## src/hw/rtl/tlpm_pkg.sv

```systemverilog
// ----------------------------------------------------------------------------
// tlpm_pkg
// shared types and constants of the two-level page table mapper
// ----------------------------------------------------------------------------
package tlpm_pkg;

  localparam int unsigned MAX_TABLES_DEF = 64;

  localparam int unsigned VA_W      = 32;
  localparam int unsigned PA_W      = 32;
  localparam int unsigned FRAME_W   = 20;
  localparam int unsigned IDX_W     = 10;
  localparam int unsigned DIR_DEPTH = 1 << IDX_W;
  localparam int unsigned DIR_LSB   = 22;
  localparam int unsigned TAB_LSB   = 12;
  localparam int unsigned OFFS_W    = 12;
  localparam int unsigned STATUS_W  = 2;

  // result tdata: dir, tab, page frame, table frame, new table, run result
  localparam int unsigned OUT_BITS   = 2 * IDX_W + 2 * FRAME_W + 1 + VA_W;
  localparam int unsigned OUT_DATA_W = ((OUT_BITS + 7) / 8) * 8;
  localparam int unsigned IN_DATA_W  = VA_W + PA_W;

  localparam logic [VA_W-1:0] PAGE_BYTES = VA_W'(4096);

  typedef enum logic [STATUS_W-1:0] {
    STAT_MAPPED    = 2'd0,
    STAT_MISALIGN  = 2'd1,
    STAT_EXHAUSTED = 2'd2,
    STAT_SKIPPED   = 2'd3
  } status_e;

  typedef enum logic [1:0] {
    S_CLEAR,
    S_IDLE,
    S_LOOKUP
  } state_e;

  // controller to datapath
  typedef struct packed {
    logic clear_step;
    logic capture;
    logic commit;
  } cmd_t;

  // datapath to controller
  typedef struct packed {
    logic clear_last;
    logic out_free;
  } sts_t;

endpackage

```

## src/hw/rtl/tlpm_ctrl.sv

```systemverilog
// ----------------------------------------------------------------------------
// tlpm_ctrl
// sequencer: directory clear after reset, item capture, lookup and commit
// ----------------------------------------------------------------------------
module tlpm_ctrl (
  input  logic          clk_i,
  input  logic          rst_ni,
  input  logic          in_valid_i,
  output logic          in_ready_o,
  input  tlpm_pkg::sts_t sts_i,
  output tlpm_pkg::cmd_t cmd_o
);
  import tlpm_pkg::*;

  state_e state_q, state_d;

  always_ff @(posedge clk_i or negedge rst_ni) begin
    if (!rst_ni) begin
      state_q <= S_CLEAR;
    end else begin
      state_q <= state_d;
    end
  end

  always_comb begin
    state_d    = state_q;
    cmd_o      = '0;
    in_ready_o = 1'b0;
    case (state_q)
      S_CLEAR: begin
        cmd_o.clear_step = 1'b1;
        if (sts_i.clear_last) begin
          state_d = S_IDLE;
        end
      end
      S_IDLE: begin
        in_ready_o = 1'b1;
        if (in_valid_i) begin
          cmd_o.capture = 1'b1;
          state_d       = S_LOOKUP;
        end
      end
      S_LOOKUP: begin
        // wait until the result register can take the item
        if (sts_i.out_free) begin
          cmd_o.commit = 1'b1;
          state_d      = S_IDLE;
        end
      end
      default: begin
        state_d = S_IDLE;
      end
    endcase
  end

endmodule

```

## config.mk

```make
export PLATFORM = sky130hd
export DESIGN_NAME = tlpm_ctrl
export DESIGN_NICKNAME = d
export VERILOG_FILES = /design/src/hw/rtl/tlpm_pkg.sv /design/src/hw/rtl/tlpm_ctrl.sv
export SDC_FILE = /design/constraint.sdc
export NUM_CORES = 1
export LEC_CHECK = 0
export ABC_AREA = 1
export BUFFER_PORTS_ARGS = -buffer_cell sky130_fd_sc_hd__buf_2
export CAP_MARGIN = 5
export CORE_AREA = 4 4 41 43
export CTS_CLUSTER_DIAMETER = 120
export DETAILED_ROUTE_END_ITERATION = 10
export DIE_AREA = 0 0 45 47
export GPL_TIMING_DRIVEN = 0
export PLACE_DENSITY = 0.33
export SLEW_MARGIN = 30
export SYNTH_ARGS = -nofsm -noshare
export SYNTH_HDL_FRONTEND = slang
export SYNTH_SLANG_ARGS = --single-unit
export TNS_END_PERCENT = 100
```

## constraint.sdc

```tcl
create_clock -name clk_i -period 1 [get_ports clk_i]
set_input_delay 0.2 -clock clk_i [delete_from_list [all_inputs] [get_ports clk_i]]
set_output_delay 0.2 -clock clk_i [all_outputs]
set_load 0.02 [all_outputs]
```

# --- Word-level counts from Yosys, hierarchy flattened ---
# Index checks and enable logic that the tools add are counted.
totals:
  register_bits: 2
  word_cells: 18
  out_inout_bits: 4
op_classes:
  n_eq_ne: 5
  muxes: 10
  reduce_logical: 2
ops:
  columns: ["op", "n"]
  rows:
  - ["$mux 1", 6]
  - ["$mux 2", 3]
  - ["$ne 2x2->1 const B", 3]
  - ["$pmux 2 s3", 1]
  - ["$reduce_and 3->1", 1]
  - ["$eq 2x1->1 const B", 1]
  - ["$eq 2x2->1 const B", 1]
  - ["$logic_not 2->1", 1]

# --- Longest topological paths before layout ---
# Gate-level depths: netlist of the first run.
depth:
  ltp_word: 3
  depth_mapped: 4
  ltp_nobuf: 4

# --- Worst setup path before layout of the first run ---
# Ideal clock, no wire load.
synth_timing:
  path_type: "reg-to-output"
  start: "register state_q[0]"
  end: "output cmd_o[0] (netlist name)"
  arrival_ns: 0.897
  stages_incl_launch_ff: 2
  slack_ns: -0.097
  required_time_ns: 0.800
  path_cell_list: "dfrtp_1 nor3_1"
synth_lines:
  columns: ["item", "line", "text"]
  rows:
  - ["start, declared", "tlpm_ctrl.sv:15", "state_e state_q, state_d;"]
  - ["start signal, assigned", "tlpm_ctrl.sv:21", "state_q <= state_d;"]
  - ["end, declared", "tlpm_ctrl.sv:11", "output tlpm_pkg::cmd_t cmd_o"]

==> metrics.csv, run 1 <==
stage,metric,value,unit
outcome,outcome,"complete, but fails checks",
outcome,failing checks,setup timing,
synth,Post-Syn Area per Cell,6.77,µm²
synth,top-count cell post-synth,sky130_fd_sc_hd__inv_1,
clocking,clock tree buffer depth,2,
critical_path,nature of the critical path startpoint,flop,
floorplanning,number of cell rows,13,
timing,setup repair after global routing missed its margin,true,
pwr,power density relative to cell area,3140,nW/µm²
synth,Post-synth EDFFs,0,
timing,Max-slew headroom,0.905,
layout,register bank with the most flops,state_q,
layout,ratio of cells with drive above 1 in the final layout,0.677,
synth,total number of yosys warnings,0,
pwr,Total Power Consumption,844,µW
run,max capacitance violation total,0,
worst_hold_path,worst hold stages,3,
critical_path,type of the worst setup path,reg2out,
layout,final antenna diode count,0,
synth,area share of the largest cell type after synthesis,0.435,
floorplanning,DIE AREA,2120,µm²
critical_path,destination of the worst register-to-register timing path,state_q[0]$_DFFE_PN0P_,
synth,top post-synthesis cells by area,"sky130_fd_sc_hd__dfrtp_1 (43%), sky130_fd_sc_hd__inv_1 (13%), sky130_fd_sc_hd__nor2_2 (11%), sky130_fd_sc_hd__nand2_1 (9.8%), sky130_fd_sc_hd__nand3_1 (4.3%)",
synth,Cell variety after synth,10,
drt,Routed wire per std cell,7.17,µm
pwr,worst vdd ir,0.869,mV
pwr,relative contribution of the clock network to total power,0.213,
clocking,CTS H-tree lvls,1,
floorplanning,core region area,1300,µm²
synth,asr flop ratio synth,1.00,
drt,1st-iter DRT viols,0,
global_route,via count of the first global-routing pass,163,
synth,"FF+latch count, synth",2,
floorplanning,vertical die dimension,47,µm
placement,placer's final routability congestion estimate,0.622,
synth,cell types with the highest counts after synthesis,"sky130_fd_sc_hd__inv_1 (4), sky130_fd_sc_hd__nand2_1 (3), sky130_fd_sc_hd__dfrtp_1 (2), sky130_fd_sc_hd__nor2_2 (2)",
timing,fin worst setup slack,-0.171,ns
clocking,insertion delay of the later-clocked pin in the worst-skew pair,0.22,ns
layout,flip-flop count of the largest register after layout,2,
global_route,antenna violations before repair,0,
timing,minimum hold slack,0.274,ns
drt,vias per cell,3.30,
synth,post-synthesis instance total,17,
timing,measured slew at the worst slew-check pin,0.143,ns
pwr,sequential power share,0.211,
floorplanning,number of I/O pins,9,
drt,post-detailed-route DRC marker count,0,
timing,Clock Skews,0.000622,ns
layout,relative area change from synthesis to final layout,134,%
critical_path,signal arrival time at the worst endpoint,0.97,ns
clocking,clock-pin slew of the registers on the worst-case setup and hold paths,0.03,ns
global_route,Tot GR Track Use,0.0482,
critical_path,Worst R2R Setup Slack,0.09,ns
clocking,cell at the root of the clock tree,sky130_fd_sc_hd__clkbuf_4,
synth,net count after synthesis,22,
synth,mapped cell area,115,µm²
drt,"antenna viol nets, final",0,
layout,largest registers ranked by flip-flop count,state_q (2),
timing,Final Max Slew Viols,0,
critical_path,kind of capture point of the worst setup path,primary output,
critical_path,critical path peak fanout,3,
critical_path,critical path required time,0.80,ns
drt,Post-Route WL,330,µm
worst_hold_path,Worst Hold Class,in2reg,
synth,"area leader, netlist",sky130_fd_sc_hd__dfrtp_1,
synth,predominant post-synthesis flop cell,sky130_fd_sc_hd__dfrtp_1,
timing,maximum clock rate,854,MHz
drt,total vias in the final route,152,
pwr,Logic pwr share,0.575,
timing,final-report hold violation count,0,
timing,min cycle time layout,1.17,ns
pwr,leak pwr,0.141,nW
critical_path,R2R depth,5,
synth,register area share after synthesis,0.435,
pwr,switching portion of total power,0.416,
clocking,clock tree from TritonCTS,done,
timing,total of endpoints with negative setup slack in the final report,4,
global_route,pin count of the biggest net entering global routing,5,
layout,fill cell instance count of the final layout,151,
timing,"Period Utilization, post-route",1.17,
pwr,net load switching power,351,µW
floorplanning,initial core utilization,0.0885,
floorplanning,overall die width,45,µm
pwr,Internal Power,492,µW
layout,net total in the final layout,38,
critical_path,critical register-to-register path startpoint,state_q[1]$_DFFE_PN0P_,
critical_path,startpoint of the worst setup timing path,state_q[1]$_DFFE_PN0P_,
placement,Detail Placement HPWL,245,µm
global_route,Congestion Overflow GR,0,
clocking,Clock Sinks,2,
drt,drt pass-1 iters,1,
global_route,wire length of the first global-routing pass,607,µm
clocking,number of buffers created by CTS,3,
placement,number of buffers inserted by port buffering,8,
critical_path,Setup crit end,cmd_o[1],
[power groups by stage]
stage / combinational, mW / sequential (mW) / clock (mW)
global route: 0.535 / 0.187 / 0.209
global placement: 0.296 / 0.157 / 0
CTS: 0.462 / 0.172 / 0.192
floorplan: 0.213 / 0.154 / 0
detailed placement: 0.301 / 0.158 / 0
finish: 0.485 / 0.178 / 0.180
[cells in the final DEF (no fill, tap or decap)]
| cell | count |
|---|---|
| sky130_fd_sc_hd__nand3_1 | 1 |
| sky130_fd_sc_hd__clkbuf_4 | 3 |
| sky130_fd_sc_hd__buf_4 | 3 |
| sky130_fd_sc_hd__dlygate4sd3_1 | 1 |
| sky130_fd_sc_hd__dfrtp_1 | 1 |
| sky130_fd_sc_hd__nor3_2 | 1 |
| sky130_fd_sc_hd__buf_6 | 3 |
| sky130_fd_sc_hd__inv_2 | 2 |
| sky130_fd_sc_hd__nor2_2 | 1 |
| sky130_fd_sc_hd__inv_1 | 3 |
| sky130_fd_sc_hd__dfrtp_2 | 1 |
| sky130_fd_sc_hd__nand2_1 | 2 |
| sky130_fd_sc_hd__nor2_4 | 2 |
| sky130_fd_sc_hd__nand2_4 | 1 |
| sky130_fd_sc_hd__buf_2 | 4 |
| sky130_fd_sc_hd__o21ai_1 | 1 |
| sky130_fd_sc_hd__clkinv_1 | 1 |
[what timing repair did]
action                                 4_1_cts  5_1_grt
pin swaps                                    2        1
setup endpoints to repair                    4        4
hold buffers                                 1        0
gates resized for setup                     11        2
buffers inserted                             2        0
endpoints found under the hold margin        2        0
[through the flow]
stage | area (µm²) | util | setup TNS (ns) | instances | setup WS, ns
after CTS | 260 | 0.200 | -0.739 | 46 | -0.209
after floorplan | 123 | - | 0 | 17 | 0.0211
final | 269 | 0.207 | -0.635 | 46 | -0.171
after global placement | 181 | 0.139 | -0.0568 | 40 | -0.0568
after detailed placement | 181 | 0.139 | -0.0822 | 40 | -0.0822
after global routing | 269 | 0.207 | -0.942 | 46 | -0.249
[cells by family (layout without fill, tap and decap cells)]
family,count (synthesis),count (layout),synth area share
and+or+nand+nor,8,8,0.326
buffers and inverters,6,20,0.196
DFF,2,2,0.435
AOI/OAI and AO/OA,1,1,0.0434
[metal layers]
metal	vias up	GRT usage	part of all wire	wire length [µm]
met3	2	0.0268	0.20	65
met2	11	0.0537	0.34	112
li1	77	-	-	-
met4	0	0.0877	0.045	15
met5	-	0	0	0
met1	62	0.0456	0.41	136
[worst max-delay path, stage by stage, from the launching register on]
cell	delay, ns
sky130_fd_sc_hd__dfrtp_1	0.39
sky130_fd_sc_hd__inv_2	0.09
sky130_fd_sc_hd__nand2_4	0.06
sky130_fd_sc_hd__nor2_4	0.09
sky130_fd_sc_hd__buf_6	0.12
[how the worst min path moves through the flow]
| stage | from | end | slack (ns) |
|---|---|---|---|
| 2_1_floorplan | rst_ni | state_q[0]$_DFFE_PN0P_ | -0.1 |
| 3_3_place_gp | rst_ni | state_q[0]$_DFFE_PN0P_ | -0.01 |
| 3_5_place_dp | rst_ni | state_q[1]$_DFFE_PN0P_ | -0.01 |
| 4_1_cts | in_valid_i | state_q[1]$_DFFE_PN0P_ | 0.27 |
| 5_1_grt | rst_ni | state_q[1]$_DFFE_PN0P_ | 0.28 |
| 6_report | in_valid_i | state_q[1]$_DFFE_PN0P_ | 0.27 |
[final cells by class]
| class | count | area, µm² | area share |
|---|---|---|---|
| Timing Repair Buffer | 11 | 86.3 | 0.321 |
| Multi-Input combinational cell | 9 | 67.6 | 0.251 |
| Sequential cell | 2 | 51.3 | 0.191 |
| Clock buffer | 3 | 22.5 | 0.0837 |
| Inverter | 6 | 22.5 | 0.0837 |
| Tap cell | 15 | 18.8 | 0.0698 |
Power figures use the tool's default switching activity.
==> inputs of run 2 (changes only) <==
PLACE_DENSITY = not set   (was 0.33)
PLACE_DENSITY_LB_ADDON = 0.2   (was not set)
==> run 2 against run 1 <==
- the flow still finishes with violations (setup timing)
- sequential share of layout area fell by 0.43 points
- clock skew rose by 0.0036 ns
- register-to-register slack got worse by 0.29 ns
- cell area rose by 2.3%
- critical path type is now reg2reg
- largest power group unchanged
- highest routed layer unchanged
==> metrics.csv, run 2 (same netlist as run 1, synthesis figures left out) <==
stage,metric,value,unit,change
timing,fin worst setup slack,-0.205,ns,was -0.171 ns
critical_path,type of the worst setup path,reg2reg,,was reg2out
placement,Detail Placement HPWL,253,µm,was 245 µm
global_route,antenna violations before repair,0,,unchanged
global_route,M1 GR Usage,0.0568,,was 0.0456
critical_path,critical path required time,1.15,ns,was 0.80 ns
global_route,Congestion Overflow GR,0,,unchanged
timing,setup TNS,-0.893,ns,was -0.635 ns
critical_path,number of buffer and inverter instances along the worst setup path,4,,was 2
critical_path,crit-path leading delay family,buffers and inverters,,was flip-flops
drt,vias per cell,3.23,,was 3.30
layout,flip-flop count of the largest register after layout,2,,unchanged
critical_path,cell-by-cell listing of the critical path,nand2_4 > nor2_4 > buf_4 > buf_4 > buf_4 > buf_4 > nor2_2,,was inv_2 > nand2_4 > nor2_4 > buf_6
worst_hold_path,Worst Hold Class,in2reg,,unchanged
critical_path,destination of the worst register-to-register timing path,state_q[0]$_DFFE_PN0P_,,unchanged
drt,total vias in the final route,155,,was 152
critical_path,nature of the critical path startpoint,flop,,unchanged
global_route,Tot GR Track Use,0.0498,,was 0.0482
timing,min cycle time layout,1.20,ns,was 1.17 ns
run,max capacitance violation total,0,,unchanged
timing,"Period Utilization, post-route",1.20,,was 1.17
critical_path,most frequent CP cell,sky130_fd_sc_hd__buf_4,,
clocking,clock-pin slew of the registers on the worst-case setup and hold paths,0.03,ns,about the same
clocking,clock tree buffer depth,2,,unchanged
layout,relative area change from synthesis to final layout,139,%,was 134%
global_route,wire length of the first global-routing pass,703,µm,was 607 µm
critical_path,critical register-to-register path startpoint,state_q[0]$_DFFE_PN0P_,,was state_q[1]$_DFFE_PN0P_
layout,Post-Layout Inst Area,275,µm²,was 269 µm²
timing,maximum clock rate,830,MHz,was 854 MHz
critical_path,cell with the largest stage delay on the worst path,sky130_fd_sc_hd__dfrtp_2,,was sky130_fd_sc_hd__dfrtp_1
layout,net total in the final layout,40,,was 38
placement,number of buffers inserted by port buffering,8,,unchanged
critical_path,critical path peak fanout,4,,was 3
timing,Clock Skews,0.00424,ns,was 0.000622 ns
global_route,global-route track usage on met2,0.0678,,was 0.0537
clocking,cell at the root of the clock tree,sky130_fd_sc_hd__clkbuf_4,,unchanged
clocking,clock tree from TritonCTS,done,,unchanged
floorplanning,vertical die dimension,47,µm,unchanged
critical_path,Worst R2R Setup Slack,-0.20,ns,was 0.09 ns
layout,Sequential cell area,51.3,µm²,unchanged
critical_path,R2R depth,7,,was 5
drt,1st-iter DRT viols,0,,unchanged
layout,ratio of cells with drive above 1 in the final layout,0.697,,was 0.677
timing,measured slew at the worst slew-check pin,0.128,ns,was 0.143 ns
drt,Routed wire per std cell,8.29,µm,was 7.17 µm
layout,largest registers ranked by flip-flop count,state_q (2),,unchanged
critical_path,WP depth,7,,was 4
layout,"leading cell type in the layout, fill and taps excluded",sky130_fd_sc_hd__buf_4,,was sky130_fd_sc_hd__buf_2
drt,drt pass-1 iters,1,,unchanged
clocking,Clock Sinks,2,,unchanged
floorplanning,initial core utilization,0.0885,,unchanged
floorplanning,overall die width,45,µm,unchanged
placement,total placed instance area,181,µm²,unchanged
critical_path,Setup crit end,state_q[0]$_DFFE_PN0P_,,was cmd_o[1]
timing,Max-slew headroom,0.914,,was 0.905
layout,"commonest cells after routing, fill and taps aside","sky130_fd_sc_hd__buf_4 (6), sky130_fd_sc_hd__buf_2 (4), sky130_fd_sc_hd__inv_1 (3), sky130_fd_sc_hd__clkbuf_4 (3)",,"was sky130_fd_sc_hd__buf_2 (4), sky130_fd_sc_hd__inv_1 (3), sky130_fd_sc_hd__clkbuf_4 (3), sky130_fd_sc_hd__buf_4 (3), sky130_fd_sc_hd__buf_6 (3)"
pwr,leak pwr,0.150,nW,was 0.141 nW
layout,multi-input logic area,62.6,µm²,was 67.6 µm²
clocking,insertion delay of the later-clocked pin in the worst-skew pair,0.22,ns,about the same
critical_path,highest cell delay on the worst timing path,0.43,ns,was 0.39 ns
clocking,CTS H-tree lvls,1,,unchanged
placement,placer's final routability congestion estimate,0.543,,was 0.622
layout,fill cell instance count of the final layout,154,,was 151
outcome,outcome,"complete, but fails checks",,unchanged
pwr,worst vdd ir,1.08,mV,was 0.869 mV
layout,register bank with the most flops,state_q,,unchanged
drt,Post-Route WL,398,µm,was 330 µm
outcome,failing checks,setup timing,,unchanged
floorplanning,DIE AREA,2120,µm²,unchanged
floorplanning,number of I/O pins,9,,unchanged
layout,post-layout utilization of the core,0.212,,was 0.207
layout,final antenna diode count,0,,unchanged
floorplanning,number of cell rows,13,,unchanged
global_route,via count of the first global-routing pass,166,,was 163
floorplanning,core region area,1300,µm²,unchanged
global_route,gr busiest metal,met2,,was met4
global_route,routing usage on met3,0.0307,,was 0.0268
timing,total of endpoints with negative setup slack in the final report,5,,was 4
drt,"antenna viol nets, final",0,,unchanged
timing,setup repair after global routing missed its margin,true,,unchanged
critical_path,startpoint of the worst setup timing path,state_q[0]$_DFFE_PN0P_,,was state_q[1]$_DFFE_PN0P_
timing,final-report hold violation count,0,,unchanged
timing,Final Max Slew Viols,0,,unchanged
global_route,pin count of the biggest net entering global routing,5,,unchanged
clocking,number of buffers created by CTS,3,,unchanged
critical_path,kind of capture point of the worst setup path,flop,,was primary output
drt,post-detailed-route DRC marker count,0,,unchanged
pwr,power density relative to cell area,3080,nW/µm²,was 3140 nW/µm²
critical_path,signal arrival time at the worst endpoint,1.35,ns,was 0.97 ns
run 2: cell types whose count changed in the layout (fill, tap and decap cells not counted), sizes merged:
cell | previous run | this run
buf | 10 | 12
run 2: what timing repair did:
action / in CTS / in global routing
gates resized for setup: 11 / 0
endpoints found under the setup margin: 4 / 5
gates cloned: 0 / 0
endpoints found under the hold margin: 2 / 0
hold buffers: 1 / 0
pin swaps: 2 / 3
setup buffers: 4 / 0
run 2: cell type report:
| cell class | instances | area share |
|---|---|---|
| tap | 15 | 0.0682 |
| clock buffer | 3 | 0.0818 |
| inverter | 6 | 0.0818 |
| sequential | 2 | 0.186 |
| multi-input combinational | 9 | 0.227 |
| timing repair buffer | 13 | 0.355 |
run 2: how the worst min path moves through the flow:
stage                        endpoint  startpoint  depth (start not counted)
2_1_floorplan  state_q[0]$_DFFE_PN0P_      rst_ni                          0
3_3_place_gp   state_q[0]$_DFFE_PN0P_      rst_ni                          1
3_5_place_dp   state_q[0]$_DFFE_PN0P_      rst_ni                          1
4_1_cts        state_q[1]$_DFFE_PN0P_  in_valid_i                          3
5_1_grt        state_q[1]$_DFFE_PN0P_      rst_ni                          2
6_report       state_q[1]$_DFFE_PN0P_  in_valid_i                          3
run 2: where the power goes:
| group | total, mW | switching (mW) | internal [mW] | leakage, nW |
|---|---|---|---|---|
| Combinational | 0.495 | 0.252 | 0.243 | 0.113 |
| Sequential | 0.177 | 0.0542 | 0.123 | 0.0229 |
| Clock | 0.176 | 0.0438 | 0.132 | 0.0138 |
| Total | 0.848 | 0.350 | 0.498 | 0.150 |
run 2: tightest hold or removal path: stages:
cell                      delay [ns]
sky130_fd_sc_hd__buf_2          0.07
sky130_fd_sc_hd__inv_1          0.06
sky130_fd_sc_hd__o21ai_1        0.13
run 2: routing by layer:
layer  part of all wire  up-vias
met3               0.17        2
met4              0.023        0
met1               0.42       62
met5                  0        -
li1                   -       80
met2               0.38       11
run 2: metrics by stage:
| stage | setup WS (ns) | total power, mW | cells | hold WS, ns |
|---|---|---|---|---|
| detailed placement | -0.0725 | 0.461 | 40 | -0.00995 |
| finish | -0.205 | 0.848 | 48 | 0.281 |
| floorplan | 0.0211 | 0.366 | 17 | -0.0956 |
| global placement | -0.0683 | 0.457 | 40 | -0.0137 |
| global route | -0.275 | 0.920 | 48 | 0.292 |
| CTS | -0.221 | 0.850 | 48 | 0.274 |
==> inputs of run 3 (changes only) <==
ABC_AREA = not set   (was 1)
==> run 3 against run 2 <==
- the flow still finishes with violations (setup timing)
- register-to-register slack better by 0.07 ns
- total power shrank 5.2%
- fmax is 1.1% lower
- first-iteration DRC count grew 1
- utilization down 1.5 points
- synthesized cell count fell by 29%
- via count is 14% lower
- routed wire length decreased by 11%
- cell count down 13%
- largest power group unchanged
==> metrics.csv, run 3 <==
stage,metric,value,unit,change
clocking,clock-pin slew of the registers on the worst-case setup and hold paths,0.03,ns,about the same
global_route,Tot GR Track Use,0.0395,,was 0.0498
timing,Final Max Slew Viols,0,,unchanged
outcome,failing checks,setup timing,,unchanged
placement,placer's final routability congestion estimate,0.584,,was 0.543
synth,cell types with the highest counts after synthesis,"sky130_fd_sc_hd__dfrtp_1 (2), sky130_fd_sc_hd__inv_1 (2), sky130_fd_sc_hd__nor2_1 (2)",,"was sky130_fd_sc_hd__inv_1 (4), sky130_fd_sc_hd__nand2_1 (3), sky130_fd_sc_hd__dfrtp_1 (2), sky130_fd_sc_hd__nor2_2 (2)"
synth,combinational family with the most area after synthesis,simple AND/OR/NAND/NOR gates,,unchanged
drt,Post-Route WL,353,µm,was 398 µm
synth,area share of the largest cell type after synthesis,0.449,,was 0.435
synth,Post-Syn Area per Cell,9.28,µm²,was 6.77 µm²
clocking,cell at the root of the clock tree,sky130_fd_sc_hd__clkbuf_4,,unchanged
timing,maximum clock rate,821,MHz,was 830 MHz
timing,"Period Utilization, post-route",1.22,,was 1.20
outcome,outcome,"complete, but fails checks",,unchanged
critical_path,critical path peak fanout,5,,was 4
clocking,Clock Sinks,2,,unchanged
timing,setup repair after global routing missed its margin,true,,unchanged
timing,final-report hold violation count,0,,unchanged
drt,Routed wire per std cell,8.40,µm,was 8.29 µm
floorplanning,number of cell rows,13,,unchanged
synth,total number of yosys warnings,0,,unchanged
floorplanning,DIE AREA,2120,µm²,unchanged
synth,Cell variety after synth,9,,was 10
worst_hold_path,Worst Hold Class,in2reg,,unchanged
synth,net count after synthesis,17,,was 22
clocking,clock tree from TritonCTS,done,,unchanged
critical_path,critical path required time,0.80,ns,was 1.15 ns
synth,Post-synth EDFFs,0,,unchanged
placement,number of buffers inserted by port buffering,8,,unchanged
floorplanning,number of I/O pins,9,,unchanged
critical_path,nature of the critical path startpoint,flop,,unchanged
floorplanning,core region area,1300,µm²,unchanged
pwr,sequential power share,0.198,,was 0.208
floorplanning,vertical die dimension,47,µm,unchanged
pwr,Internal Power,518,µW,was 498 µW
pwr,Logic pwr share,0.582,,was 0.584
layout,Sequential cell area,50.0,µm²,was 51.3 µm²
synth,"post-synthesis share of cell area spent on and, or, nand and nor gates",0.270,,was 0.326
synth,asr flop ratio synth,1.00,,unchanged
global_route,antenna violations before repair,0,,unchanged
layout,flip-flop count of the largest register after layout,2,,unchanged
layout,fill cell instance count of the final layout,147,,was 154
clocking,clock tree buffer depth,2,,unchanged
synth,multiplexer share of the synthesized area,0.101,,was 0
placement,pre-CTS setup slack,-0.0170,ns,was -0.0725 ns
timing,total of endpoints with negative setup slack in the final report,5,,unchanged
clocking,number of buffers created by CTS,3,,unchanged
layout,final antenna diode count,0,,unchanged
layout,largest registers ranked by flip-flop count,state_q (2),,unchanged
pwr,switching portion of total power,0.355,,was 0.413
layout,ratio of cells with drive above 1 in the final layout,0.667,,was 0.697
worst_hold_path,launch instance of the worst min-delay path,sts_i[0],,was in_valid_i
synth,fraction of synthesized cell area in xor and xnor cells,0,,unchanged
synth,compound-gate portion of the synthesized area,0.112,,was 0.0435
pwr,power density relative to cell area,3150,nW/µm²,was 3080 nW/µm²
global_route,wire length of the first global-routing pass,503,µm,was 703 µm
pwr,net load switching power,286,µW,was 350 µW
layout,relative area change from synthesis to final layout,129,%,was 139%
floorplanning,initial core utilization,0.0856,,was 0.0885
drt,"antenna viol nets, final",0,,unchanged
critical_path,type of the worst setup path,reg2out,,was reg2reg
timing,Max-slew headroom,0.885,,was 0.914
run,max capacitance violation total,0,,unchanged
pwr,worst vdd ir,0.752,mV,was 1.08 mV
synth,adder-cell share of the synthesized area,0,,unchanged
critical_path,signal arrival time at the worst endpoint,1.02,ns,was 1.35 ns
layout,register bank with the most flops,state_q,,unchanged
critical_path,kind of capture point of the worst setup path,primary output,,was flop
timing,measured slew at the worst slew-check pin,0.171,ns,was 0.128 ns
synth,post-synthesis instance total,12,,was 17
global_route,via count of the first global-routing pass,138,,was 166
synth,top post-synthesis cells by area,"sky130_fd_sc_hd__dfrtp_1 (45%), sky130_fd_sc_hd__mux2_1 (10%), sky130_fd_sc_hd__and2b_2 (7.9%), sky130_fd_sc_hd__inv_1 (6.7%), sky130_fd_sc_hd__nand3b_1 (6.7%)",,"was sky130_fd_sc_hd__dfrtp_1 (43%), sky130_fd_sc_hd__inv_1 (13%), sky130_fd_sc_hd__nor2_2 (11%), sky130_fd_sc_hd__nand2_1 (9.8%), sky130_fd_sc_hd__nand3_1 (4.3%)"
timing,fin worst setup slack,-0.218,ns,was -0.205 ns
drt,post-detailed-route DRC marker count,0,,unchanged
drt,total vias in the final route,134,,was 155
critical_path,startpoint of the worst setup timing path,state_q[1]$_DFFE_PN0P_,,was state_q[0]$_DFFE_PN0P_
pwr,relative contribution of the clock network to total power,0.220,,was 0.208
timing,Clock Skews,0.00180,ns,was 0.00424 ns
global_route,Congestion Overflow GR,0,,unchanged
drt,1st-iter DRT viols,1,,was 0
synth,mapped cell area,111,µm²,was 115 µm²
layout,multi-input logic area,62.6,µm²,unchanged
drt,vias per cell,3.19,,was 3.23
layout,"commonest cells after routing, fill and taps aside","sky130_fd_sc_hd__buf_2 (4), sky130_fd_sc_hd__buf_4 (4), sky130_fd_sc_hd__clkbuf_4 (3), sky130_fd_sc_hd__buf_6 (3)",,"was sky130_fd_sc_hd__buf_4 (6), sky130_fd_sc_hd__buf_2 (4), sky130_fd_sc_hd__inv_1 (3), sky130_fd_sc_hd__clkbuf_4 (3)"
pwr,leak pwr,0.132,nW,was 0.150 nW
clocking,CTS H-tree lvls,1,,unchanged
critical_path,critical register-to-register path startpoint,state_q[1]$_DFFE_PN0P_,,was state_q[0]$_DFFE_PN0P_
global_route,pin count of the biggest net entering global routing,6,,was 5
synth,predominant post-synthesis flop cell,sky130_fd_sc_hd__dfrtp_1,,unchanged
drt,drt pass-1 iters,2,,was 1
clocking,insertion delay of the later-clocked pin in the worst-skew pair,0.22,ns,about the same
layout,post-layout utilization of the core,0.196,,was 0.212
timing,min cycle time layout,1.22,ns,was 1.20 ns
synth,"FF+latch count, synth",2,,unchanged
floorplanning,overall die width,45,µm,unchanged
synth,register area share after synthesis,0.449,,was 0.435
synth,"area leader, netlist",sky130_fd_sc_hd__dfrtp_1,,unchanged
layout,net total in the final layout,34,,was 40
run 3: path summary, 6_finish.rpt:
kind | endpoint | slack, ns | cells past startpoint
max in group asynchronous | state_q[0]$_DFFE_PN0P_ | 0.62 | 2
worst max register to register | state_q[0]$_DFFE_PN0P_ | -0.13 | 3
worst min register to register | state_q[0]$_DFFE_PN0P_ | 0.64 | 2
worst min-delay path | state_q[1]$_DFFE_PN0P_ | 0.23 | 2
worst max-delay path | cmd_o[1] | -0.22 | 3
min in group asynchronous | state_q[1]$_DFFE_PN0P_ | 0.29 | 2
run 3: cells by family after synthesis:
group                  count (synthesis)
multiplexers                           1
buffers and inverters                  2
flip-flops                             2
AO/OA/AOI/OAI                          2
AND/OR/NAND/NOR                        5
run 3: routing by layer:
metal | vias up | global-route usage | wire, µm
li1 | 69 | - | -
met1 | 60 | 0.0364 | 126
met2 | 5 | 0.0537 | 190
met3 | 0 | 0.0115 | 36
met4 | 0 | 0.0702 | 0
met5 | - | 0 | 0
run 3: timing repair:
| item | 4_1_cts | 5_1_grt |
|---|---|---|
| setup endpoints to repair | 5 | 5 |
| pin swaps | 1 | 0 |
| endpoints found under the hold margin | 2 | 0 |
| setup buffers | 3 | 0 |
| resized for setup | 7 | 2 |
| hold buffers | 1 | 0 |
| gates cloned | 0 | 0 |
run 3: power by group through the flow:
stage	logic, mW	clock network [mW]	registers, mW
after floorplan	0.195	0	0.151
after global placement	0.280	0	0.160
after detailed placement	0.280	0	0.160
after CTS	0.443	0.192	0.153
after global routing	0.491	0.197	0.164
final	0.468	0.177	0.159
run 3: cell type report:
class,instances,area share
sequential,2,0.196
multi-input combinational,8,0.245
timing repair buffer,12,0.368
inverter,2,0.0294
clock buffer,3,0.0882
tap,15,0.0735
run 3: worst max-delay path, stage by stage (launching register included):
cell and delay [ns]:
sky130_fd_sc_hd__dfrtp_1 0.41, sky130_fd_sc_hd__nand3b_1 0.19, sky130_fd_sc_hd__inv_1 0.08, sky130_fd_sc_hd__buf_6 0.11
run 3: metrics by stage:
stage                     area, µm²  total power, mW  instances  hold slack (ns)  TNS, ns
after CTS                       249            0.788         42            0.222   -0.897
final                           255            0.804         42            0.230   -0.921
after floorplan                 114            0.347         12          -0.0956        0
after detailed placement        173            0.440         35          -0.0139  -0.0246
after global routing            255            0.851         42            0.231    -1.11
after global placement          173            0.439         35          -0.0151  -0.0200
